===== config.mk =====
export PLATFORM = sky130hd
export DESIGN_NAME = decimal_signed_magnitude_alu
export DESIGN_NICKNAME = d
export VERILOG_FILES = /design/src/design/dsma_pkg.sv /design/src/design/dsma_unit.sv /design/src/design/dsma_work.sv /design/src/design/decimal_signed_magnitude_alu.sv
export SDC_FILE = /design/constraint.sdc
export NUM_CORES = 2
export LEC_CHECK = 0
export BUFFER_PORTS_ARGS = -buffer_cell sky130_fd_sc_hd__buf_2
export CORE_MARGIN = 2
export CORE_UTILIZATION = 40
export DETAILED_ROUTE_END_ITERATION = 7
export HOLD_SLACK_MARGIN = 0.06
export SYNTH_ARGS = -nofsm -noshare
export SYNTH_HDL_FRONTEND = slang
export SYNTH_SLANG_ARGS = --single-unit

===== constraint.sdc =====
create_clock -name clk_i -period 33.5 [get_ports clk_i]
set_input_delay 1.675 -clock clk_i [delete_from_list [all_inputs] [get_ports clk_i]]
set_output_delay 1.675 -clock clk_i [all_outputs]
set_load 0.02 [all_outputs]

===== src/design/dsma_pkg.sv =====
// Shared types and constants for the decimal sign-magnitude ALU.
// No dependencies; imported by every module of the block.
`default_nettype none

package dsma_pkg;

  localparam logic [3:0] DigitMax = 4'd9;

  // Request action codes
  typedef enum logic [1:0] {
    ACT_LOAD_A = 2'd0,
    ACT_LOAD_B = 2'd1,
    ACT_START  = 2'd2,
    ACT_NONE   = 2'd3
  } action_e;

  // Operation codes carried by a start request
  typedef enum logic [1:0] {
    OP_ADD = 2'd0,
    OP_SUB = 2'd1,
    OP_MUL = 2'd2,
    OP_DIV = 2'd3
  } opcode_e;

  // Modes of the shared digit unit
  typedef enum logic [1:0] {
    UNIT_ADD = 2'd0,
    UNIT_SUB = 2'd1,
    UNIT_MAC = 2'd2
  } unit_mode_e;

  // Motion of the rotating result line
  typedef enum logic [1:0] {
    MV_HOLD = 2'd0,
    MV_FWD  = 2'd1,
    MV_REV  = 2'd2
  } move_e;

  typedef struct packed {
    move_e      mv;
    logic       wr;
    logic [3:0] data;
  } work_cmd_t;

  // Sequencer states
  typedef enum logic [3:0] {
    ST_IDLE,
    ST_CLEAR,
    ST_SEEK,
    ST_CMP,
    ST_ADDSUB,
    ST_CARRY,
    ST_MUL,
    ST_MULCARRY,
    ST_MULSKIP,
    ST_DSHIFT,
    ST_DCMP,
    ST_DSUB,
    ST_DQWR,
    ST_EMIT,
    ST_DZERO
  } state_e;

endpackage

`default_nettype wire


===== src/design/dsma_unit.sv =====
// Shared decimal digit unit: add, subtract with borrow, or multiply-accumulate.
// Depends on dsma_pkg.
`default_nettype none

module dsma_unit import dsma_pkg::*; (
  input  unit_mode_e mode_i,
  input  logic [3:0] x_i,
  input  logic [3:0] y_i,
  input  logic [3:0] m_i,
  input  logic [3:0] cin_i,
  output logic [3:0] digit_o,
  output logic [3:0] cout_o
);

  logic signed [9:0] sum;
  logic        [7:0] prod;
  logic        [7:0] sum_u;
  logic       [15:0] recip;
  logic        [3:0] quo;

  // Form the raw digit sum
  always_comb begin
    prod = 8'(x_i * 8'd0) + 8'(m_i) * 8'(y_i);
    case (mode_i)
      UNIT_ADD: sum = 10'(x_i) + 10'(y_i) + 10'(cin_i);
      UNIT_SUB: sum = 10'(x_i) - 10'(y_i) - 10'(cin_i);
      UNIT_MAC: sum = 10'(x_i) + 10'(prod) + 10'(cin_i);
      default:  sum = '0;
    endcase
  end

  // Split into digit and carry; divide by ten through a reciprocal
  always_comb begin
    sum_u = sum[7:0];
    recip = 16'(sum_u) * 16'd205;
    quo   = recip[14:11];
    if (sum[9]) begin
      digit_o = 4'(sum + 10'sd10);
      cout_o  = 4'd1;
    end else begin
      digit_o = 4'(sum_u - 8'(quo) * 8'd10);
      cout_o  = quo;
    end
  end

endmodule

`default_nettype wire


===== src/design/dsma_work.sv =====
// Rotating result line: one tap, moves forward or back, writes at the tap.
// Depends on dsma_pkg.
`default_nettype none

module dsma_work import dsma_pkg::*; #(
  parameter int unsigned Len = 64
) (
  input  logic                    clk_i,
  input  logic                    rst_ni,
  input  work_cmd_t               cmd_i,
  output logic [3:0]              tap_o,
  output logic [$clog2(Len)-1:0]  pos_o
);

  localparam int unsigned PW = $clog2(Len);
  localparam logic [PW-1:0] LastPos = PW'(Len - 1);

  logic [3:0]    w_q [Len];
  logic [3:0]    w_d [Len];
  logic [PW-1:0] pos_q, pos_d;
  logic [3:0]    cur;

  // Rotate the line, placing the written value where the tap was
  always_comb begin
    cur = cmd_i.wr ? cmd_i.data : w_q[0];
    w_d = w_q;
    pos_d = pos_q;
    case (cmd_i.mv)
      MV_FWD: begin
        for (int k = 0; k < Len - 1; k++) w_d[k] = w_q[k+1];
        w_d[Len-1] = cur;
        pos_d = (pos_q == LastPos) ? '0 : pos_q + 1'b1;
      end
      MV_REV: begin
        for (int k = 2; k < Len; k++) w_d[k] = w_q[k-1];
        w_d[0] = w_q[Len-1];
        w_d[1] = cur;
        pos_d = (pos_q == '0) ? LastPos : pos_q - 1'b1;
      end
      default: w_d[0] = cur;
    endcase
  end

  always_ff @(posedge clk_i) begin
    w_q <= w_d;
  end

  always_ff @(posedge clk_i or negedge rst_ni) begin
    if (!rst_ni) begin
      pos_q <= '0;
    end else begin
      pos_q <= pos_d;
    end
  end

  assign tap_o = w_q[0];
  assign pos_o = pos_q;

endmodule

`default_nettype wire


===== src/design/decimal_signed_magnitude_alu.sv =====
// Top level of the decimal sign-magnitude ALU: operand store and sequencer.
// Depends on dsma_pkg, dsma_unit and dsma_work.
`default_nettype none

// Digits of A and B load one per cycle, most significant first, while busy_o
// is low. A start request runs the operation through one shared digit unit
// and a rotating 2*DIGITS result line: a clear sweep of the line, then a
// seek. Add or subtract then compares magnitudes when the signs differ and
// works one digit a cycle, multiply accumulates the partial products, and
// divide runs a digit-serial compare and subtract over the remainder. Add,
// subtract and multiply then move the tap to the top digit. The result line
// is walked from the top: leading zeros are skipped and each remaining digit
// leaves on a one-cycle result_valid_o strobe, one digit per cycle. A divide
// by a zero B sends a single zero digit with divide_by_zero_o instead. The
// receiver cannot stall: every strobe must be taken.
module decimal_signed_magnitude_alu import dsma_pkg::*; #(
  parameter int unsigned DIGITS = 32
) (
  input  logic       clk_i,
  input  logic       rst_ni,
  input  logic       start_i,
  output logic       busy_o,
  input  logic [1:0] action_i,
  input  logic [3:0] digit_i,
  input  logic       is_negative_i,
  input  logic [1:0] opcode_i,
  output logic       result_valid_o,
  output logic [3:0] result_digit_o,
  output logic       result_negative_o,
  output logic       last_o,
  output logic       divide_by_zero_o
);

  localparam int unsigned L  = 2 * DIGITS;
  localparam int unsigned PW = $clog2(L);
  localparam int unsigned IW = $clog2(DIGITS);
  localparam int unsigned RL = DIGITS + 1;
  localparam int unsigned KW = $clog2(RL);
  localparam int unsigned CW = $clog2(DIGITS + 1);
  localparam logic [PW-1:0] PosTop  = PW'(L - 1);
  localparam logic [PW-1:0] PosDm1  = PW'(DIGITS - 1);
  localparam logic [IW-1:0] IMax    = IW'(DIGITS - 1);
  localparam logic [KW-1:0] KTop    = KW'(DIGITS);
  localparam logic [CW-1:0] CntFull = CW'(DIGITS);

  // Registers
  logic [3:0]    a_q [DIGITS];
  logic [3:0]    a_d [DIGITS];
  logic [3:0]    b_q [DIGITS];
  logic [3:0]    b_d [DIGITS];
  logic [3:0]    rem_q [DIGITS];
  logic [3:0]    rem_d [DIGITS];
  logic [3:0]    rem_hi_q, rem_hi_d;
  logic [CW-1:0] a_cnt_q, a_cnt_d, b_cnt_q, b_cnt_d;
  logic          a_sign_q, a_sign_d, b_sign_q, b_sign_d, b_nz_q, b_nz_d;
  state_e        state_q, state_d, seek_next_q, seek_next_d;
  logic [PW-1:0] seek_tgt_q, seek_tgt_d, cnt_q, cnt_d;
  opcode_e       op_q, op_d;
  logic          sign_q, sign_d, esb_q, esb_d, swap_q, swap_d, sub_q, sub_d;
  logic          started_q, started_d;
  logic [3:0]    carry_q, carry_d, qd_q, qd_d;
  logic [IW-1:0] i_q, i_d, j_q, j_d;
  logic [KW-1:0] k_q, k_d;
  logic          vld_q, vld_d, neg_q, neg_d, last_q, last_d, dz_q, dz_d;
  logic [3:0]    dig_q, dig_d;

  // Shared unit and result line
  unit_mode_e    u_mode;
  logic [3:0]    u_x, u_y, u_m, u_cin, u_digit, u_cout;
  work_cmd_t     wcmd;
  logic [3:0]    tap;
  logic [PW-1:0] pos;

  dsma_unit u_unit (
    .mode_i (u_mode),
    .x_i    (u_x),
    .y_i    (u_y),
    .m_i    (u_m),
    .cin_i  (u_cin),
    .digit_o(u_digit),
    .cout_o (u_cout)
  );

  dsma_work #(.Len(L)) u_work (
    .clk_i (clk_i),
    .rst_ni(rst_ni),
    .cmd_i (wcmd),
    .tap_o (tap),
    .pos_o (pos)
  );

  // Shared conditions
  logic       req_acc, rem_gt, rem_lt, div_ge, emit_now;
  logic [3:0] a_i_dig, a_j_dig, b_j_dig, rem_k, div_k, ld_dig;
  action_e    act;

  assign busy_o   = (state_q != ST_IDLE);
  assign req_acc  = start_i && !busy_o;
  assign act      = action_e'(action_i);
  assign ld_dig   = (digit_i > DigitMax) ? DigitMax : digit_i;
  assign a_i_dig  = a_q[i_q];
  assign a_j_dig  = a_q[j_q];
  assign b_j_dig  = b_q[j_q];
  assign rem_k    = (k_q == KTop) ? rem_hi_q : rem_q[k_q[IW-1:0]];
  assign div_k    = (k_q == KTop) ? 4'd0 : b_q[k_q[IW-1:0]];
  assign rem_gt   = rem_k > div_k;
  assign rem_lt   = rem_k < div_k;
  assign div_ge   = rem_gt || (!rem_lt && k_q == '0);
  assign emit_now = started_q || (tap != 4'd0) || (pos == '0);

  // Feed the digit unit
  always_comb begin
    u_mode = UNIT_ADD;
    u_x    = 4'd0;
    u_y    = 4'd0;
    u_m    = 4'd0;
    u_cin  = carry_q;
    case (state_q)
      ST_ADDSUB: begin
        u_mode = sub_q ? UNIT_SUB : UNIT_ADD;
        u_x    = swap_q ? b_j_dig : a_j_dig;
        u_y    = swap_q ? a_j_dig : b_j_dig;
      end
      ST_MUL: begin
        u_mode = UNIT_MAC;
        u_x    = tap;
        u_y    = b_j_dig;
        u_m    = a_i_dig;
      end
      ST_DSUB: begin
        u_mode = UNIT_SUB;
        u_x    = rem_k;
        u_y    = div_k;
      end
      default: u_mode = UNIT_ADD;
    endcase
  end

  // Next state
  always_comb begin
    state_d = state_q;
    case (state_q)
      ST_IDLE: begin
        if (req_acc && act == ACT_START) begin
          state_d = (opcode_e'(opcode_i) == OP_DIV && !b_nz_q) ? ST_DZERO : ST_CLEAR;
        end
      end
      ST_CLEAR:    if (cnt_q == PosTop) state_d = ST_SEEK;
      ST_SEEK:     if (pos == seek_tgt_q) state_d = seek_next_q;
      ST_CMP: begin
        if (a_j_dig != b_j_dig) state_d = ST_ADDSUB;
        else if (j_q == '0) state_d = ST_SEEK;
      end
      ST_ADDSUB:   if (j_q == IMax) state_d = ST_CARRY;
      ST_CARRY:    state_d = ST_SEEK;
      ST_MUL:      if (j_q == IMax) state_d = ST_MULCARRY;
      ST_MULCARRY: state_d = (i_q == IMax) ? ST_SEEK : ST_MULSKIP;
      ST_MULSKIP:  if (cnt_q == PosDm1) state_d = ST_MUL;
      ST_DSHIFT:   state_d = ST_DCMP;
      ST_DCMP: begin
        if (div_ge) state_d = (qd_q < DigitMax) ? ST_DSUB : ST_DQWR;
        else if (rem_lt) state_d = ST_DQWR;
      end
      ST_DSUB:     if (k_q == KTop) state_d = ST_DCMP;
      ST_DQWR:     state_d = (i_q == '0) ? ST_EMIT : ST_DSHIFT;
      ST_EMIT:     if (emit_now && pos == '0) state_d = ST_IDLE;
      ST_DZERO:    state_d = ST_IDLE;
      default:     state_d = ST_IDLE;
    endcase
  end

  // Datapath and result outputs
  always_comb begin
    a_d = a_q;  b_d = b_q;  rem_d = rem_q;  rem_hi_d = rem_hi_q;
    a_cnt_d = a_cnt_q;  b_cnt_d = b_cnt_q;
    a_sign_d = a_sign_q;  b_sign_d = b_sign_q;  b_nz_d = b_nz_q;
    seek_next_d = seek_next_q;  seek_tgt_d = seek_tgt_q;  cnt_d = cnt_q;
    op_d = op_q;  sign_d = sign_q;  esb_d = esb_q;  swap_d = swap_q;  sub_d = sub_q;
    started_d = started_q;  carry_d = carry_q;  qd_d = qd_q;
    i_d = i_q;  j_d = j_q;  k_d = k_q;
    vld_d = 1'b0;  neg_d = 1'b0;  last_d = 1'b0;  dz_d = 1'b0;  dig_d = 4'd0;
    wcmd = '{mv: MV_HOLD, wr: 1'b0, data: 4'd0};

    case (state_q)
      ST_IDLE: begin
        if (req_acc) begin
          case (act)
            ACT_LOAD_A: begin
              a_sign_d = is_negative_i;
              if (a_cnt_q < CntFull) begin
                for (int k = 1; k < DIGITS; k++) a_d[k] = a_q[k-1];
                a_d[0] = ld_dig;
                a_cnt_d = a_cnt_q + 1'b1;
              end
            end
            ACT_LOAD_B: begin
              b_sign_d = is_negative_i;
              if (b_cnt_q < CntFull) begin
                for (int k = 1; k < DIGITS; k++) b_d[k] = b_q[k-1];
                b_d[0] = ld_dig;
                b_cnt_d = b_cnt_q + 1'b1;
                b_nz_d = b_nz_q || (ld_dig != 4'd0);
              end
            end
            ACT_START: begin
              op_d  = opcode_e'(opcode_i);
              esb_d = b_sign_q ^ (opcode_e'(opcode_i) == OP_SUB);
              cnt_d = '0;
              started_d = 1'b0;
            end
            default: cnt_d = cnt_q;
          endcase
        end
      end

      // Zero the result line, then set up the chosen operation
      ST_CLEAR: begin
        wcmd = '{mv: MV_FWD, wr: 1'b1, data: 4'd0};
        cnt_d = cnt_q + 1'b1;
        i_d = '0;  j_d = '0;  carry_d = 4'd0;
        seek_tgt_d = '0;
        sign_d = a_sign_q ^ b_sign_q;
        case (op_q)
          OP_ADD, OP_SUB: begin
            swap_d = 1'b0;
            sub_d  = 1'b0;
            if (a_sign_q == esb_q) begin
              sign_d = a_sign_q;
              seek_next_d = ST_ADDSUB;
            end else begin
              j_d = IMax;
              seek_next_d = ST_CMP;
            end
          end
          OP_MUL: seek_next_d = ST_MUL;
          default: begin
            i_d = IMax;
            seek_tgt_d = PosDm1;
            seek_next_d = ST_DSHIFT;
            for (int k = 0; k < DIGITS; k++) rem_d[k] = 4'd0;
            rem_hi_d = 4'd0;
          end
        endcase
      end

      ST_SEEK: begin
        if (pos != seek_tgt_q) wcmd.mv = MV_FWD;
      end

      // Find the larger magnitude, most significant digit first
      ST_CMP: begin
        if (a_j_dig != b_j_dig) begin
          swap_d = a_j_dig < b_j_dig;
          sign_d = (a_j_dig < b_j_dig) ? esb_q : a_sign_q;
          sub_d = 1'b1;
          j_d = '0;
        end else if (j_q == '0) begin
          sign_d = 1'b0;
          seek_tgt_d = PosTop;
          seek_next_d = ST_EMIT;
        end else begin
          j_d = j_q - 1'b1;
        end
      end

      ST_ADDSUB: begin
        wcmd = '{mv: MV_FWD, wr: 1'b1, data: u_digit};
        carry_d = u_cout;
        j_d = (j_q == IMax) ? '0 : j_q + 1'b1;
      end

      ST_CARRY: begin
        wcmd = '{mv: MV_FWD, wr: 1'b1, data: sub_q ? 4'd0 : carry_q};
        seek_tgt_d = PosTop;
        seek_next_d = ST_EMIT;
      end

      // Accumulate one partial product digit
      ST_MUL: begin
        wcmd = '{mv: MV_FWD, wr: 1'b1, data: u_digit};
        carry_d = u_cout;
        j_d = (j_q == IMax) ? '0 : j_q + 1'b1;
      end

      ST_MULCARRY: begin
        wcmd = '{mv: MV_FWD, wr: 1'b1, data: carry_q};
        carry_d = 4'd0;
        cnt_d = '0;
        if (i_q == IMax) begin
          seek_tgt_d = PosTop;
          seek_next_d = ST_EMIT;
        end else begin
          i_d = i_q + 1'b1;
        end
      end

      // Advance the tap back to the start of the next row
      ST_MULSKIP: begin
        wcmd.mv = MV_FWD;
        cnt_d = cnt_q + 1'b1;
      end

      // Shift the next dividend digit into the remainder
      ST_DSHIFT: begin
        rem_hi_d = rem_q[DIGITS-1];
        for (int k = 1; k < DIGITS; k++) rem_d[k] = rem_q[k-1];
        rem_d[0] = a_i_dig;
        qd_d = 4'd0;
        k_d = KTop;
      end

      ST_DCMP: begin
        if (div_ge) begin
          k_d = '0;
          carry_d = 4'd0;
        end else if (!rem_lt) begin
          k_d = k_q - 1'b1;
        end
      end

      // Subtract the divisor from the remainder, one digit a cycle
      ST_DSUB: begin
        if (k_q == KTop) begin
          rem_hi_d = u_digit;
        end else begin
          rem_d[k_q[IW-1:0]] = u_digit;
        end
        carry_d = u_cout;
        if (k_q == KTop) begin
          qd_d = qd_q + 1'b1;
        end else begin
          k_d = k_q + 1'b1;
        end
      end

      ST_DQWR: begin
        wcmd = '{mv: MV_REV, wr: 1'b1, data: qd_q};
        if (i_q != '0) i_d = i_q - 1'b1;
      end

      // Skip leading zeros, then send digits most significant first
      ST_EMIT: begin
        wcmd.mv = MV_REV;
        if (emit_now) begin
          vld_d = 1'b1;
          dig_d = tap;
          neg_d = sign_q && (started_q || tap != 4'd0);
          last_d = (pos == '0);
          started_d = 1'b1;
        end
      end

      ST_DZERO: begin
        vld_d = 1'b1;
        last_d = 1'b1;
        dz_d = 1'b1;
      end

      default: wcmd.mv = MV_HOLD;
    endcase

    // Drop both operands once the run is finished
    if ((state_q == ST_EMIT && emit_now && pos == '0) || state_q == ST_DZERO) begin
      for (int k = 0; k < DIGITS; k++) begin
        a_d[k] = 4'd0;
        b_d[k] = 4'd0;
      end
      a_cnt_d = '0;  b_cnt_d = '0;
      a_sign_d = 1'b0;  b_sign_d = 1'b0;  b_nz_d = 1'b0;
    end
  end

  // Control and operand registers
  always_ff @(posedge clk_i or negedge rst_ni) begin
    if (!rst_ni) begin
      state_q  <= ST_IDLE;
      for (int k = 0; k < DIGITS; k++) begin
        a_q[k] <= 4'd0;
        b_q[k] <= 4'd0;
      end
      a_cnt_q  <= '0;
      b_cnt_q  <= '0;
      a_sign_q <= 1'b0;
      b_sign_q <= 1'b0;
      b_nz_q   <= 1'b0;
      vld_q    <= 1'b0;
    end else begin
      state_q  <= state_d;
      a_q      <= a_d;
      b_q      <= b_d;
      a_cnt_q  <= a_cnt_d;
      b_cnt_q  <= b_cnt_d;
      a_sign_q <= a_sign_d;
      b_sign_q <= b_sign_d;
      b_nz_q   <= b_nz_d;
      vld_q    <= vld_d;
    end
  end

  // Working payload registers
  always_ff @(posedge clk_i) begin
    rem_q       <= rem_d;
    rem_hi_q    <= rem_hi_d;
    seek_next_q <= seek_next_d;
    seek_tgt_q  <= seek_tgt_d;
    cnt_q       <= cnt_d;
    op_q        <= op_d;
    sign_q      <= sign_d;
    esb_q       <= esb_d;
    swap_q      <= swap_d;
    sub_q       <= sub_d;
    started_q   <= started_d;
    carry_q     <= carry_d;
    qd_q        <= qd_d;
    i_q         <= i_d;
    j_q         <= j_d;
    k_q         <= k_d;
    dig_q       <= dig_d;
    neg_q       <= neg_d;
    last_q      <= last_d;
    dz_q        <= dz_d;
  end

  assign result_valid_o    = vld_q;
  assign result_digit_o    = dig_q;
  assign result_negative_o = neg_q;
  assign last_o            = last_q;
  assign divide_by_zero_o  = dz_q;

`ifndef NO_ASSERTIONS
  a_strobe_from_run: assert property (@(posedge clk_i) disable iff (!rst_ni)
    result_valid_o |-> $past(busy_o))
    else $error("result strobe without a running request");

  a_dz_single: assert property (@(posedge clk_i) disable iff (!rst_ni)
    (result_valid_o && divide_by_zero_o) |-> (last_o && result_digit_o == 4'd0))
    else $error("divide by zero result is not a single zero digit");

  a_run_continues: assert property (@(posedge clk_i) disable iff (!rst_ni)
    (result_valid_o && !last_o) |-> busy_o)
    else $error("result run stopped before its last digit");

  a_busy_from_start: assert property (@(posedge clk_i) disable iff (!rst_ni)
    $rose(busy_o) |-> $past(start_i))
    else $error("block went busy without a request");
`endif

endmodule

`default_nettype wire


[Word-level counts from Yosys, hierarchy flattened]
Index checks and enable logic that the tools add are counted.
Word-level totals
  bits of input ports: 12
  bits in registers: 724
  logic and storage cells: 507
Operators by class
  add/subtract/negate cells: 20
  magnitude comparators: 11
  muxes and demuxes: 149
  reduce and logical (&&, ||, !) cells: 73
  equal/unequal tests: 59
  bitwise operators: 5
  multiply operators: 3
Operator list (count)
  two-way mux 128 bit: 12
  case mux 252 bit (2 select lines): 1
  case mux 128 bit (3 select lines): 1
  two-way mux 4 bit: 42
  bitwise mux 128 bit: 1
  two-way mux 6 bit: 20
  binary-select mux 4 bit (select 5 bit): 5
  case mux 4 bit (14 select lines): 1
  case mux 4 bit (3 select lines): 4
  two-way mux 5 bit: 9
  != test 2 bit, second input constant: 20
  case mux 6 bit (3 select lines): 2
  adder 6 x 1 -> 6 bit, second input constant: 5
  case mux 10 bit (3 select lines): 1
  case mux 5 bit (3 select lines): 2
  two-way mux 1 bit: 29
  equality test 4 bit, second input constant: 7
  AND reduction 3 bit: 9
  case mux 5 bit (5 select lines): 1
  case mux 4 bit (2 select lines): 3
  case mux 6 bit (4 select lines): 1
  adder 10 x 4 -> 10 bit: 2
  demux 4 bit (select 5 bit): 1
  nonzero test 2 bit: 10
  other kinds (57): 131

[Depth between registers and ports, before layout]
  depth after elaboration: 17
  depth in mapped cells: 50
  gate-level depth less buffers: 45

[Modules after synthesis]
A second synthesis with hierarchy kept.
Second synthesis, totals
  cell total of the unflattened synthesis: 3625
  area, all modules: 40563.9 µm²
Modules (own cells, without submodules)
  decimal_signed_magnitude_alu: seq. area each 12271.8 µm², times used 1, cells each 2709, area each 26795.7 µm²
  dsma_work: seq. area each 7797.5 µm², times used 1, cells each 628, area each 11272.1 µm²
  dsma_unit: seq. area each 0.0 µm², times used 1, cells each 288, area each 2496.1 µm²

[Least setup slack after synthesis]
No wires, ideal clock.
  path kind: register to register
  start: reg j_q[0]
  end: reg u_work.w_q, in the netlist u_work.tap_o[3]
  required time: 33133 ps
  setup slack: 21879 ps
  arrival time: 11254 ps
  stages on the path, launching flop included: 46
  library setup time: 367 ps
  path buffers: 4
  path through: edfxtp_1 -> clkbuf_1 -> buf_1 -> buf_2 -> mux4_2 -> mux4_2 -> mux2_2 -> o211ai_1 -> o221a_2 -> or2_2 -> fa_1 -> fa_1 -> fa_1 -> inv_1 -> ha_1 -> xnor2_1 -> ha_1 -> o21a_1 -> [10 not listed] -> inv_1 -> fa_1 -> inv_1 -> ha_1 -> a21oi_1 -> o21ai_0 -> or3_1 -> o2111ai_1 -> nor3_1 -> ha_1 -> inv_1 -> fa_1 -> nor4_1 -> a211oi_1 -> o31ai_4 -> xor2_2 -> buf_6 -> o31ai_1
RTL lines
  from (decl): line decimal_signed_magnitude_alu.sv:62  | logic [IW-1:0] i_q, i_d, j_q, j_d;
  from (signal assigned): line decimal_signed_magnitude_alu.sv:416  | j_q <= j_d;
  to (signal assigned): line dsma_work.sv:45  | w_q <= w_d;
  to (decl): line dsma_work.sv:18  | logic [3:0] w_q [Len];

==> metrics.md <==
| Metric | Value |
|---|---|
| Status | `finished clean` |
| Delay-heaviest family, CP | `adder cells` |
| WL/cell | `between 15 and 20 um` |
| Post-synth ARST share | `39.2%` |
| P_leak | `0.0175 uW` |
| Critical R2R Launch | `j_q[0]` |
| Worst Path Arrival | `approximately 15000 ps` |
| Final setup viols | `0` |
| Global route overflow | `0` |
| Post-synthesis net count | `3704` |
| Drt initial violations | `~2400` |
| Ratio of cells with drive above 1 in the final layout | `19.3%` |
| Final Cycle Share | `between 40% and 50%` |
| CTS tree | `built` |
| Vias | `27100` |
| CTS Sinks | `about 720` |
| Main flop type after synthesis | `edfxtp_1` |
| Post-synth EDFFs | `426` |
| Required time of the worst setup path | `33890 ps` |
| Ant diodes | `0` |
| Initial antenna violation count | `3` |
| Die Width | `roughly 320 um` |
| Post-Syn Area per Cell | `11.3 um2` |
| Register-to-Register Path Depth | `42` |
| Die height | `320 um` |
| CTS Hold Bufs | `0` |
| R2r endpoint | `u_work.w_q[2]` |
| Clock Skews | `31.7 ps` |
| Worst Hold Class | `reg2reg` |
| DRC | `0` |
| Final Max Tran Viols | `0` |
| Peak fanout along the critical path | `39` |
| Crit path from | `j_q[0]` |
| Hold endpoint | `b_q[74]` |
| Highest Clock Rate | `0.0684 GHz` |
| Core Rows | `116` |
| Initial Util | `40.2%` |
| Netlist cell types | `81` |
| Cell accounting for the most synthesized area | `edfxtp_1` |
| Detailed Route WL | `90600 um` |
| Total track usage | `17.7%` |
| Kind of critical path | `reg2reg` |
| Multi-input combinational cell area | `18700 um2` |
| Total CTS buffers | `~80` |
| Post-CTS setup buffer count | `0` |
| Commonest non-fill, non-tap cells in the layout | `nand2_1 (726), edfxtp_1 (426), a21oi_1 (284), dfrtp_1 (282), mux2_2 (252)` |
| Top Ports | `21` |
| Worst path buffer plus inverter count | `8` |
| Top post-synthesis cells by area | `edfxtp_1 (32%), dfrtp_1 (18%), mux4_2 (11%), mux2_2 (7.1%), nand2_1 (6.8%)` |
| Max-Slew Margin vs Limit | `a little over a tenth` |
| Pwr/cell area | `43.4 nW/um2` |
| Clk slew on worst S/H paths | `60 ps` |
| First-pass GRT wire length | `roughly 150000 um` |
| Maxcap violations | `0` |
| Final cell count without fillers | `~4800` |
| Most common cell after layout, fill and taps aside | `nand2_1` |
| Unrepaired setup endpoints after global routing | `false` |
| Fillcell total | `9133` |
| Crit start category | `register` |
| ANT nets after route | `0` |
| Final Hold Fails | `0` |
| CP max-delay cell | `edfxtp_1` |
| Number of global-route vias before repair | `26600` |
| CP most frequent cell | `fa_1` |
| Htree depth | `3` |
| Vias/cell | `5.62` |
| Hold Crit Start | `b_q[78]` |
| Slew @ Worst Pin | `1300 ps` |
| TNS Setup | `0 ps` |
| # nets final | `between 3000 and 4000` |
| DPL Wire Length | `56600 um` |
| Largest net degree at the start of global routing | `around 170` |
| Post-Syn Instances | `around 3600` |
| Post-route minimum period | `14630 ps` |
| Die ar. | `103000 um2` |
| Core area | `around 100000 um2` |
| Endpoint class of the critical path | `register` |
| Root buffer cell | `clkbuf_16` |
| Number of port buffers | `20` |
| Cell total after placement | `4672` |
| RD Place Congestion | `0.835` |
| Post-Synthesis Cell Area | `40000 um2` |
| Area Overhead vs Synth | `9.96%` |
| Peak VDD IR | `~0.000033 V` |
| FF+latch count, synth | `719` |
| Worst Hold Depth | `2` |
| Share of the synthesized area in the top cell type | `31.9%` |
| Worst-Skew Late Latency | `approximately 660 ps` |
| Reg area | `around 20000 um2` |
| Clk buf depth | `3` |
| Register area share after synthesis | `50.1%` |
| Largest stage delay, worst path | `980 ps` |
| R2R setup slack | `18870 ps` |
| Detailed Routing Iterations Pass 1 | `7` |
| CTS resizes | `0` |
| Yosys Warn Count | `0` |
[synth_stat cells, drive strengths merged, types with 26 or more instances]
cell / count
inv: 105
edfxtp: 426
nand2: 726
dfrtp: 282
a32oi: 26
ha: 108
mux2: 253
clkbuf: 186
mux4: 197
buf: 61
o21ai: 191
nor2: 194
o31ai: 33
a21oi: 285
nand3: 142
[per-stage QoR]
step	util, %	total power, uW	worst slack (ps)	hold slack (ps)	cell area [um2]
detailed placement	41.4	995	18870	498	41200
global placement	41.4	994	18990	489	41200
floorplan	-	982	21880	443	40000
global route	44.2	1970	18020	527	44000
CTS	44.2	1930	18820	505	44000
finish	44.2	1910	18870	498	44000
[how the worst max path moves through the flow]
stage               cells past startpoint               to  slack, ps
finish                                 42    u_work.w_q[2]      18870
global route                           42    u_work.w_q[2]      18020
CTS                                    42    u_work.w_q[2]      18820
detailed placement                     42  u_work.w_q[250]      18870
global placement                       42  u_work.w_q[250]      18990
floorplan                              45  u_work.tap_o[3]      21880
[final cells by class]
cell class                      count  area share (%)
Clock inverter                     35           0.972
Tap cell                         1298            3.69
Timing Repair Buffer               62           0.966
Sequential cell                   719            45.6
Inverter                          107           0.935
Multi-Input combinational cell   2486            42.5
Clock buffer                      117            5.38
[power by group]
| group | leakage, uW | total [uW] | switching, uW | internal (uW) |
|---|---|---|---|---|
| clock network | 0.00137 | 932 | 375 | 557 |
| logic | 0.00803 | 21.8 | 11.4 | 10.3 |
| registers | 0.00809 | 955 | 6.61 | 949 |
| total | 0.0175 | 1910 | 393 | 1520 |
[cells by family (layout without fill, tap and decap cells)]
logic type / after synthesis / in the layout / share of synthesized area, %
and+or+nand+nor: 1185 / 1185 / 12.4
DFF: 719 / 719 / 50.1
AOI/OAI and AO/OA: 649 / 649 / 9.62
muxes: 473 / 473 / 18.8
buffers and inverters: 354 / 321 / 3.41
adders and majority gates: 133 / 133 / 4.62
xor gates and xnor gates: 46 / 46 / 1.02
[sequential cells by signal (all words and copies together) (netlist names), 5 cells and up]
| signal | cells |
|---|---|
| u_work.w_q | 252 |
| a_q | 128 |
| b_q | 128 |
| rem_q | 128 |
| a_cnt_q | 6 |
| b_cnt_q | 6 |
| cnt_q | 6 |
| k_q | 6 |
| u_work.pos_o | 6 |
| i_q | 5 |
| j_q | 5 |
[per-layer routing]
metal  global-route usage (%)  vias to the layer above  share of wire [%]
met4                     4.15                        4                1.7
met2                     27.7                      590                 47
li1                         -                    12800                  -
met5                        0                        -              0.030
met3                     2.78                      112                5.1
met1                     25.8                    13600                 47
[tightest hold or removal path, stage by stage, from the launching register on]
cell and delay, ps:
dfrtp_1 380, nand2_1 60, nand2_1 50
Note: power is estimated with default switching activity, not from simulation.
